--- src/rtl/plc_pkg.sv ---
// Shared types and constants for the presence light controller.
package plc_pkg;

  localparam int REQ_W     = 2;
  localparam int TIME_W    = 32;
  localparam int RADAR_W   = 2;
  localparam int MODE_W    = 2;
  localparam int MS_W      = 16;
  localparam int CFG_ADDR_W = 2;
  localparam int CFG_DATA_W = 16;

  // Request codes carried in req_type.
  localparam logic [REQ_W-1:0] REQ_PROCESS    = 2'd0;
  localparam logic [REQ_W-1:0] REQ_MANUAL_ON  = 2'd1;
  localparam logic [REQ_W-1:0] REQ_MANUAL_OFF = 2'd2;
  localparam logic [REQ_W-1:0] REQ_ARM        = 2'd3;

  // Operating modes. Only power saving disables presence switch-on and the link;
  // the spare code behaves like the other modes that are not power saving.
  localparam logic [MODE_W-1:0] MODE_OPTIMISE   = 2'd0;
  localparam logic [MODE_W-1:0] MODE_NORMAL     = 2'd1;
  localparam logic [MODE_W-1:0] MODE_POWER_SAVE = 2'd2;
  localparam logic [MODE_W-1:0] MODE_SPARE      = 2'd3;

  // Configuration register indices.
  localparam logic [CFG_ADDR_W-1:0] CFG_OP_MODE     = 2'd0;
  localparam logic [CFG_ADDR_W-1:0] CFG_HOLD_MS     = 2'd1;
  localparam logic [CFG_ADDR_W-1:0] CFG_OVERRIDE_MS = 2'd2;

  // Register values after reset.
  localparam logic [MODE_W-1:0] OP_MODE_RESET     = MODE_NORMAL;
  localparam logic [MS_W-1:0]   HOLD_MS_RESET     = 16'd5000;
  localparam logic [MS_W-1:0]   OVERRIDE_MS_RESET = 16'd30000;

  typedef struct packed {
    logic [MODE_W-1:0] op_mode;
    logic [MS_W-1:0]   hold_ms;
    logic [MS_W-1:0]   override_ms;
  } cfg_t;

  typedef struct packed {
    logic [REQ_W-1:0]   req_type;
    logic [TIME_W-1:0]  now_ms;
    logic [RADAR_W-1:0] radar_state;
    logic               alarm_match;
  } item_t;

  typedef struct packed {
    logic lamp_on;
    logic link_enable;
  } result_t;

endpackage

--- src/rtl/plc_cfg_regs.sv ---
// Configuration register file of the presence light controller.
module plc_cfg_regs (
  input  logic                             clk,
  input  logic                             rst,
  input  logic                             cfg_we,
  input  logic [plc_pkg::CFG_ADDR_W-1:0]   cfg_addr,
  input  logic [plc_pkg::CFG_DATA_W-1:0]   cfg_wdata,
  output plc_pkg::cfg_t                    cfg
);
  import plc_pkg::*;

  always_ff @(posedge clk) begin
    if (rst) begin
      cfg.op_mode     <= OP_MODE_RESET;
      cfg.hold_ms     <= HOLD_MS_RESET;
      cfg.override_ms <= OVERRIDE_MS_RESET;
    end else if (cfg_we) begin
      unique case (cfg_addr)
        CFG_OP_MODE:     cfg.op_mode     <= cfg_wdata[MODE_W-1:0];
        CFG_HOLD_MS:     cfg.hold_ms     <= cfg_wdata[MS_W-1:0];
        CFG_OVERRIDE_MS: cfg.override_ms <= cfg_wdata[MS_W-1:0];
        default: begin
          // Writes beyond the register list are ignored.
        end
      endcase
    end
  end

endmodule

--- src/rtl/plc_engine.sv ---
// Lamp state registers and the per-event update logic.
module plc_engine (
  input  logic             clk,
  input  logic             rst,
  input  logic             fire,
  input  plc_pkg::item_t   item,
  input  plc_pkg::cfg_t    cfg,
  output plc_pkg::result_t result
);
  import plc_pkg::*;

  logic              light_state, light_state_next;
  logic              alarm_hold, alarm_hold_next;
  logic              manual_hold, manual_hold_next;
  logic              override_active, override_active_next;
  logic [TIME_W-1:0] override_until, override_until_next;
  logic [TIME_W-1:0] last_presence_ms, last_presence_ms_next;
  logic              alarm_armed, alarm_armed_next;

  logic              presence;
  logic              power_save;
  logic [TIME_W-1:0] override_age;
  logic [TIME_W-1:0] presence_age;

  assign presence   = (item.radar_state != '0);
  assign power_save = (cfg.op_mode == MODE_POWER_SAVE);

  always_comb begin
    light_state_next      = light_state;
    alarm_hold_next       = alarm_hold;
    manual_hold_next      = manual_hold;
    override_active_next  = override_active;
    override_until_next   = override_until;
    last_presence_ms_next = last_presence_ms;
    alarm_armed_next      = alarm_armed;
    override_age          = '0;
    presence_age          = '0;
    result.lamp_on        = 1'b0;
    result.link_enable    = !power_save;

    unique case (item.req_type)
      REQ_MANUAL_ON: begin
        light_state_next      = 1'b1;
        last_presence_ms_next = item.now_ms;
        alarm_hold_next       = 1'b0;
        manual_hold_next      = 1'b1;
        override_active_next  = 1'b0;
      end
      REQ_MANUAL_OFF: begin
        light_state_next     = 1'b0;
        alarm_hold_next      = 1'b0;
        manual_hold_next     = 1'b0;
        override_active_next = 1'b1;
        override_until_next  = item.now_ms + {{(TIME_W-MS_W){1'b0}}, cfg.override_ms};
      end
      REQ_ARM: begin
        alarm_armed_next = 1'b1;
      end
      REQ_PROCESS: begin
        // An armed alarm on a matching event toggles the lamp and disarms itself.
        if (alarm_armed && item.alarm_match) begin
          if (light_state) begin
            light_state_next = 1'b0;
            alarm_hold_next  = 1'b0;
          end else begin
            light_state_next      = 1'b1;
            alarm_hold_next       = 1'b1;
            last_presence_ms_next = item.now_ms;
          end
          manual_hold_next     = 1'b0;
          override_active_next = 1'b0;
          override_until_next  = '0;
          alarm_armed_next     = 1'b0;
        end
        // The override has run out once the timestamp is at or past its end.
        override_age = item.now_ms - override_until_next;
        if (override_active_next && !override_age[TIME_W-1]) begin
          override_active_next = 1'b0;
        end
        if (!override_active_next && presence && !power_save) begin
          light_state_next      = 1'b1;
          last_presence_ms_next = item.now_ms;
        end
        result.lamp_on = light_state_next;
        // Auto-off of an unheld lamp once presence has been absent long enough.
        presence_age = item.now_ms - last_presence_ms_next;
        if (light_state_next && !manual_hold_next && !alarm_hold_next && !presence &&
            (presence_age >= {{(TIME_W-MS_W){1'b0}}, cfg.hold_ms})) begin
          light_state_next = 1'b0;
        end
      end
      default: begin
      end
    endcase
  end

  always_ff @(posedge clk) begin
    if (rst) begin
      light_state      <= 1'b0;
      alarm_hold       <= 1'b0;
      manual_hold      <= 1'b0;
      override_active  <= 1'b0;
      override_until   <= '0;
      last_presence_ms <= '0;
      alarm_armed      <= 1'b0;
    end else if (fire) begin
      light_state      <= light_state_next;
      alarm_hold       <= alarm_hold_next;
      manual_hold      <= manual_hold_next;
      override_active  <= override_active_next;
      override_until   <= override_until_next;
      last_presence_ms <= last_presence_ms_next;
      alarm_armed      <= alarm_armed_next;
    end
  end

  // A held lamp is always lit.
  a_alarm_hold_lit: assert property (@(posedge clk) disable iff (rst)
    alarm_hold |-> light_state) else $error("alarm hold with lamp off");
  a_manual_hold_lit: assert property (@(posedge clk) disable iff (rst)
    manual_hold |-> light_state) else $error("manual hold with lamp off");
  // The two kinds of hold exclude each other.
  a_single_hold: assert property (@(posedge clk) disable iff (rst)
    !(alarm_hold && manual_hold)) else $error("both holds set");

endmodule

--- src/rtl/presence_light_controller.sv ---
// Top level of the presence light controller: input stage, engine and result register.
//
// The block takes timestamped lamp events on the input channel (in_valid/in_ready)
// and returns one result transaction (lamp_on, link_enable) on the output channel
// (out_valid/out_ready) for each process pass. Manual on, manual off and arm
// transactions update the lamp state and produce no result.
//
// An accepted transaction lands in an input register. Unless a stalled output
// holds a process pass there, the engine then applies it to the lamp state and,
// for a process pass, loads the result register, which offers the result to the
// receiver. One transaction can be accepted every cycle while the output is not
// stalled, a rate set by the single-pass update of the state registers.
//
// When the receiver stalls with a result waiting, a further process pass is held
// in the input register and in_ready drops once that register is occupied; events
// without a result still drain past the stalled output. Configuration writes via
// cfg_we/cfg_addr/cfg_wdata take effect at once and are meant for an idle block.
// Synchronous reset clears the lamp state and both channels and reloads the
// configuration defaults (normal mode, 5000 ms hold, 30000 ms override).
module presence_light_controller (
  input  logic                             clk,
  input  logic                             rst,
  input  logic                             cfg_we,
  input  logic [plc_pkg::CFG_ADDR_W-1:0]   cfg_addr,
  input  logic [plc_pkg::CFG_DATA_W-1:0]   cfg_wdata,
  input  logic                             in_valid,
  output logic                             in_ready,
  input  logic [plc_pkg::REQ_W-1:0]        req_type,
  input  logic [plc_pkg::TIME_W-1:0]       now_ms,
  input  logic [plc_pkg::RADAR_W-1:0]      radar_state,
  input  logic                             alarm_match,
  output logic                             out_valid,
  input  logic                             out_ready,
  output logic                             lamp_on,
  output logic                             link_enable
);
  import plc_pkg::*;

  cfg_t    cfg;
  item_t   stage_item;
  logic    stage_valid;
  logic    out_free;
  logic    advance;
  logic    has_result;
  result_t engine_result;

  plc_cfg_regs u_cfg (
    .clk       (clk),
    .rst       (rst),
    .cfg_we    (cfg_we),
    .cfg_addr  (cfg_addr),
    .cfg_wdata (cfg_wdata),
    .cfg       (cfg)
  );

  // The output slot can take a new result when empty or when it is being drained.
  assign out_free   = !out_valid || out_ready;
  assign has_result = (stage_item.req_type == REQ_PROCESS);
  // A staged transaction leaves when it has nowhere to be blocked.
  assign advance    = stage_valid && (!has_result || out_free);
  assign in_ready   = !stage_valid || advance;

  always_ff @(posedge clk) begin
    if (rst) begin
      stage_valid <= 1'b0;
    end else if (in_ready) begin
      stage_valid <= in_valid;
    end
  end

  always_ff @(posedge clk) begin
    if (in_valid && in_ready) begin
      stage_item.req_type    <= req_type;
      stage_item.now_ms      <= now_ms;
      stage_item.radar_state <= radar_state;
      stage_item.alarm_match <= alarm_match;
    end
  end

  plc_engine u_engine (
    .clk    (clk),
    .rst    (rst),
    .fire   (advance),
    .item   (stage_item),
    .cfg    (cfg),
    .result (engine_result)
  );

  always_ff @(posedge clk) begin
    if (rst) begin
      out_valid <= 1'b0;
    end else if (out_free) begin
      out_valid <= advance && has_result;
    end
  end

  always_ff @(posedge clk) begin
    if (advance && has_result) begin
      lamp_on     <= engine_result.lamp_on;
      link_enable <= engine_result.link_enable;
    end
  end

  // Only a process pass waiting on a stalled output may sit in the input stage.
  a_stage_block: assert property (@(posedge clk) disable iff (rst)
    (stage_valid && !advance) |-> (has_result && out_valid && !out_ready))
    else $error("input stage blocked without cause");
  // A new result appears only after a process pass left the input stage.
  a_result_source: assert property (@(posedge clk) disable iff (rst)
    $rose(out_valid) |-> $past(advance && has_result))
    else $error("result without a process pass");
  // A result never overwrites one that the receiver has not taken.
  a_no_overwrite: assert property (@(posedge clk) disable iff (rst)
    (out_valid && !out_ready) |-> !(advance && has_result))
    else $error("pending result overwritten");

endmodule
--- config.mk ---
export PLATFORM = sky130hd
export DESIGN_NAME = presence_light_controller
export DESIGN_NICKNAME = d
export VERILOG_FILES = /design/src/rtl/plc_pkg.sv /design/src/rtl/plc_cfg_regs.sv /design/src/rtl/plc_engine.sv /design/src/rtl/presence_light_controller.sv
export SDC_FILE = /design/constraint.sdc
export NUM_CORES = 1
export LEC_CHECK = 0
export ABC_AREA = 1
export BUFFER_PORTS_ARGS = -buffer_cell sky130_fd_sc_hd__buf_2
export CAP_MARGIN = 20
export CORE_MARGIN = 8
export CORE_UTILIZATION = 55
export CTS_CLUSTER_DIAMETER = 40
export CTS_CLUSTER_SIZE = 10
export DETAILED_ROUTE_END_ITERATION = 6
export PLACE_DENSITY = 0.83
export SLEW_MARGIN = 20
export SYNTH_ARGS = -nofsm -noshare
export SYNTH_HDL_FRONTEND = slang
export SYNTH_HIERARCHICAL = 1
export SYNTH_SLANG_ARGS = --single-unit
--- constraint.sdc ---
create_clock -name clk -period 6.52 [get_ports clk]
set_input_delay 0.652 -clock clk [delete_from_list [all_inputs] [get_ports clk]]
set_output_delay 0.652 -clock clk [all_outputs]
set_load 0.01 [all_outputs]
**After elaboration in Yosys (flattened, before gate mapping)**

Cells that the tools add are included.

- Register bits after elaboration: 144
- Input bits: 60
- Output and inout bits: 4
- Logic and storage cells: 96

- Add/sub/neg operators: 3
- Order comparisons: 1
- Equality and inequality tests: 7
- Mux-type cells: 27
- Reduce and logical (&&, ||, !) cells: 40

Operators with widths:

| cell | number |
|---|---|
| $mux 32 | 6 |
| $pmux 32 s2 | 2 |
| $sub 32x32->32 | 2 |
| $add 32x16->32 | 1 |
| $ge 32x16->1 | 1 |
| $mux 1 | 14 |
| $reduce_and 2->1 | 7 |
| $logic_and 1x1->1 | 11 |
| $reduce_bool 2->1 | 5 |
| $logic_not 1->1 | 9 |
| $pmux 1 s3 | 3 |
| $eq 2x2->1 const B | 4 |
| $eq 2x1->1 const B | 2 |
| $logic_not 2->1 | 2 |
| $pmux 1 s2 | 2 |
| $logic_or 1x1->1 | 3 |
| $reduce_and 3->1 | 1 |
| $reduce_bool 3->1 | 1 |
| $ne 2x1->1 const B | 1 |
| $reduce_or 2->1 | 1 |

**Longest topological paths before layout**

- Depth in word-level cells: 19
- Depth in mapped cells: 48
- Depth with buffers taken out: 46

**Modules after synthesis**

The synthesis kept the hierarchy.

Modules (own cells, without submodules):

| module | instances | cells each | area each (sq um) |
|---|---|---|---|
| plc_engine | 1 | 1,371 | 8,194.1 |
| plc_cfg_regs | 1 | 197 | 1,366.3 |
| presence_light_controller | 1 | 54 | 1,285.0 |

**Worst setup path before layout**

Ideal clock, no wire load.

- Kind: reg2reg
- Start point: register stage_item[0] in the netlist's numbering
- End point: register u_engine.light_state
- Library setup time: 67 ps
- Data arrival time: 5,064 ps
- Slack: 1,389 ps
- Cell stages (with the launch flop): 45
- Clock period less this slack: 5,131 ps
- Path through: edfxtp_1 -> nand2_4 -> clkbuf_1 -> clkbuf_1 -> nand2_1 -> ha_1 -> a21oi_1 -> o21ai_0 -> nand2_1 -> nand2_1 -> a21oi_1 -> nand2_1 -> nand2_1 -> nand3_2 -> nand2_4 -> inv_2 -> nor2_4 -> inv_2 -> [9 not listed] -> nand3_2 -> nand2_1 -> nand2_1 -> xnor2_1 -> ha_1 -> a21oi_1 -> nor2_1 -> nor2_1 -> o21ai_0 -> a21oi_1 -> nand3_1 -> nor2_1 -> nand3_1 -> nor2_1 -> nand2_1 -> nand2_1 -> nand2_1 -> a21oi_2

- Word-level cells in the longest chain between the ends: 19
- Elaborated cells between the ends (all ways): 33
- Classes of those cells: add/sub: 2; order compare: 1; mux: 18; reduce/logical: 12

RTL lines:

| element | RTL line | RTL |
|---|---|---|
| start, declared | presence_light_controller.sv:40 | `item_t stage_item;` |
| $logic_and 1x1->1 * | plc_engine.sv:61 | `if (alarm_armed && item.alarm_match) begin` |
| branches (longest 16 deep; another with $sub 32x32->32) | - |  |
| $mux 1 * | plc_engine.sv:87 | `if (light_state_next && !manual_hold_next && !alarm_hold_next && !presence &&` |
| $pmux 1 s3 * | plc_engine.sv:41 | `unique case (item.req_type)` |
| end signal, assigned | plc_engine.sv:107 | `light_state <= light_state_next;` |
| end, declared | plc_engine.sv:12 | `logic light_state, light_state_next;` |

Mark *: on every way between the ends. The select of a mux whose other input is x is not followed.
A chain may end at the register's enable or synchronous reset.

**Final worst setup path**

Ends and elaborated chain as after synthesis.

==> results by group <==
Run status
  • Status: completed

Synthesis
  • Ys async rst share: 0%
  • Most frequent cell after synthesis: nand2_1
  • Netlist Area Pre-Place: 10800 sq um
  • Post-synth EDFFs: 39
  • Share of the synthesized area in the top cell type: 19.4%
  • Syn nets: 1766
  • Ys Warns: 6
  • Count of cell types in the netlist: 50
  • Syn Area/Cell: 6.69 sq um
  • Top FF cell, synth: dfxtp_1
  • Top cells by count, synth: nand2_1, inv_1, a21oi_1, nor2_1, o21ai_0
  • Cell taking the most area after synthesis: dfxtp_1
  • Post-synthesis register bit count: 144
  • Register area share after synthesis: 30.2%
  • Ranking of synthesized cells by area: dfxtp_1, nand2_1, edfxtp_1, ha_1, a21oi_1
  • Post-synthesis cell count: 1622

Clock network
  • Cts bufs inserted: 17
  • Post-CTS Resized: 0
  • Worst-Skew Late Latency: 0.43 ns
  • Hold buffers post-CTS: 0
  • Clock Tree Root: clkbuf_16
  • Max clock buf depth: 2
  • Worst-path clk slew: 0.06 ns
  • Clock sink count: 144
  • # H-tree levels: 4
  • CTS tree: yes
  • Post-CTS Setup Bufs: 0

Worst setup path
  • Critical path class: reg2reg
  • Critical Path AT: about 6.1 ns
  • Req. time, crit path: 6.88 ns
  • R2r worst-path depth: 37
  • CP Max Fanout: 44
  • Reg2Reg Capture Point: u_engine/light_state
  • RR Startpoint: stage_item[0]
  • CP peak stage delay: just over 0.4 ns
  • Reg2reg setup slack: 0.74 ns
  • CP Launch Type: flip-flop
  • CP most frequent cell: nand2_1
  • Slowest cell on crit path: edfxtp_1
  • CP endpoint kind: flip-flop

Timing
  • Fmax: 173 MHz
  • Final setup fails: 0
  • Tightest Pin Transition: 0.946 ns
  • Period utilization: 88.7%
  • Worst Skew: between 0.007 and 0.008 ns
  • Relative slew slack: approximately 37%
  • Max-slew violation count: 0
  • Post-route minimum period: 5.78 ns
  • Final Hold Violating Endpoints: 0
  • RSZ-0062 raised after global routing: no
  • TNS Setup: 0 ns

Detailed routing
  • Post-Route WL: 30300 um
  • Pre-antenna DRT Iters: 7
  • Drt wl/cell: 15.7 um
  • Vias: between 10k and 15k
  • Via density: 5.66
  • Routed Antenna Nets: 0
  • DRT iter0 DRCs: roughly 990
  • Residual DRC count: 0

Floorplan
  • Total I/O pin count: 64
  • Width of the die: between 150 and 200 um
  • Die ar.: approximately 24000 sq um
  • Die H: 156 um
  • Initial Util: roughly 56%
  • Placeable core area: 19400 sq um
  • Placement Rows: 51

GRT
  • Vias in the first global route: 9992
  • Largest net degree at the start of global routing: between 50 and 60
  • Initial antenna violation count: 0
  • Tot GR Track Use: 24.9%
  • Total global routing overflow: 0
  • First-pass GRT wire length: 49200 um

Placed design
  • Hpwl dp: around 23000 um
  • Placed inst area: around 11000 sq um
  • Placer Congestion: about 0.93
  • PortBufs: 63

Worst hold path
  • Hold Path Depth: 1
  • Worst Hold Path EP: stage_item[29]
  • Hold_sp: now_ms[26]
  • Hold Crit Class: in2reg

Cells and area
  • Ant diodes: 0
  • Area delta synth->final: 9.59%
  • Nets: 1802
  • Finished Cell Area: 11900 sq um
  • Share of cells above drive strength 1: 9.87%

Power and ir drop
  • Power per cell area: 224 nW/um^2
  • Max IR drop VDD: 0.207 mV
  • Tot Pwr: 2.67 mW
  • P_leak: roughly 5.5 nW

Flow run
  • Max-cap violations: 0
cell type report:
| class | instances | area, sq um |
|---|---|---|
| fill | 1804 | 7510 |
| multi-input combinational | 1216 | 6560 |
| sequential | 144 | 3270 |
| inverter | 206 | 773 |
| clock buffer | 19 | 433 |
| timing repair buffer | 73 | 390 |
| tap | 265 | 332 |
| clock inverter | 13 | 129 |
logic make-up after synthesis:
| logic type | count (synthesis) | synth area share, % |
|---|---|---|
| buffers and inverters | 262 | 9.47 |
| AO/OA/AOI/OAI | 354 | 18.3 |
| AND/OR/NAND/NOR | 746 | 29.7 |
| XOR/XNOR | 28 | 2.26 |
| flip-flops | 144 | 30.2 |
| multiplexers | 4 | 0.369 |
| adder cells (fa/ha/maj) | 84 | 9.76 |
cells in the final DEF (no fill, tap or decap), types with 9 or more instances in the layout:
cell / synthesis / routed
ha_1: 83 / 83
xnor2_1: 16 / 16
o21a_1: 12 / 12
nor2_1: 149 / 147
nand3_2: 17 / 17
inv_1: 197 / 197
xor2_1: 12 / 12
clkbuf_16: 0 / 17
buf_4: 3 / 10
edfxtp_1: 39 / 39
a21oi_1: 158 / 158
nor3_1: 17 / 17
nand3_1: 76 / 76
nand2_1: 431 / 431
nand4_1: 15 / 15
dfxtp_1: 105 / 105
nor2_2: 8 / 9
nand2_2: 16 / 16
buf_2: 2 / 63
o21ai_0: 112 / 112
o211ai_1: 29 / 29
worst max path at each step:
| stage | startpoint | to | slack (ns) | cells after the start |
|---|---|---|---|---|
| 3_3_place_gp | stage_item[0] | u_engine/light_state | 1.10 | 37 |
| 4_1_cts | stage_item[0] | u_engine/light_state | 0.83 | 37 |
| 5_1_grt | stage_item[0] | u_engine/light_state | 0.1 | 38 |
| 2_1_floorplan | stage_item[0] | u_engine/light_state | 1.39 | 44 |
| 3_5_place_dp | stage_item[0] | u_engine/light_state | 0.86 | 37 |
| 6_report | stage_item[0] | u_engine/light_state | 0.74 | 37 |
flip-flops by register name (all words and copies together) (netlist names):
| name | flops |
|---|---|
| lamp_on | 1 |
| link_enable | 1 |
| out_valid | 1 |
| stage_item | 37 |
| stage_valid | 1 |
| u_cfg/cfg | 34 |
| u_engine/alarm_armed | 1 |
| u_engine/alarm_hold | 1 |
| u_engine/last_presence_ms | 32 |
| u_engine/light_state | 1 |
| u_engine/manual_hold | 1 |
| u_engine/override_active | 1 |
| u_engine/override_until | 32 |
power by group:
| part | internal [mW] | switching (mW) | total, mW |
|---|---|---|---|
| Combinational | 0.259 | 0.456 | 0.714 |
| Sequential | 0.964 | 0.0479 | 1.01 |
| Clock | 0.532 | 0.407 | 0.939 |
| Total | 1.75 | 0.911 | 2.67 |
layer usage:
layer  vias up  global-route usage (%)  share of wire [%]
met1      4998                    33.8                 45
met3        50                    4.00                7.3
met2       460                    38.9                 45
li1       5442                       -                  -
met5         -                       0                  0
met4         0                    9.89                2.6
critical path, delay by kind of cell, from the launching register on:
kind                     cells  cell delay [ns]
AND/OR/NAND/NOR             21             2.61
adder cells (fa/ha/maj)      3             0.78
buffers and inverters        4             0.49
AO/OA/AOI/OAI                8             1.30
flip-flops                   1             0.41
XOR/XNOR                     1             0.12
through the flow:
stage	setup WS (ns)	std cells	hold WS [ns]	util (%)
3_5_place_dp	0.864	1904	0.454	58.4
5_1_grt	0.0992	1936	0.373	61.3
6_report	0.739	1936	0.393	61.3
3_3_place_gp	1.10	1904	0.448	58.4
2_1_floorplan	1.39	1622	0.428	-
4_1_cts	0.829	1936	0.380	61.3
Power figures use the tool's default switching activity.
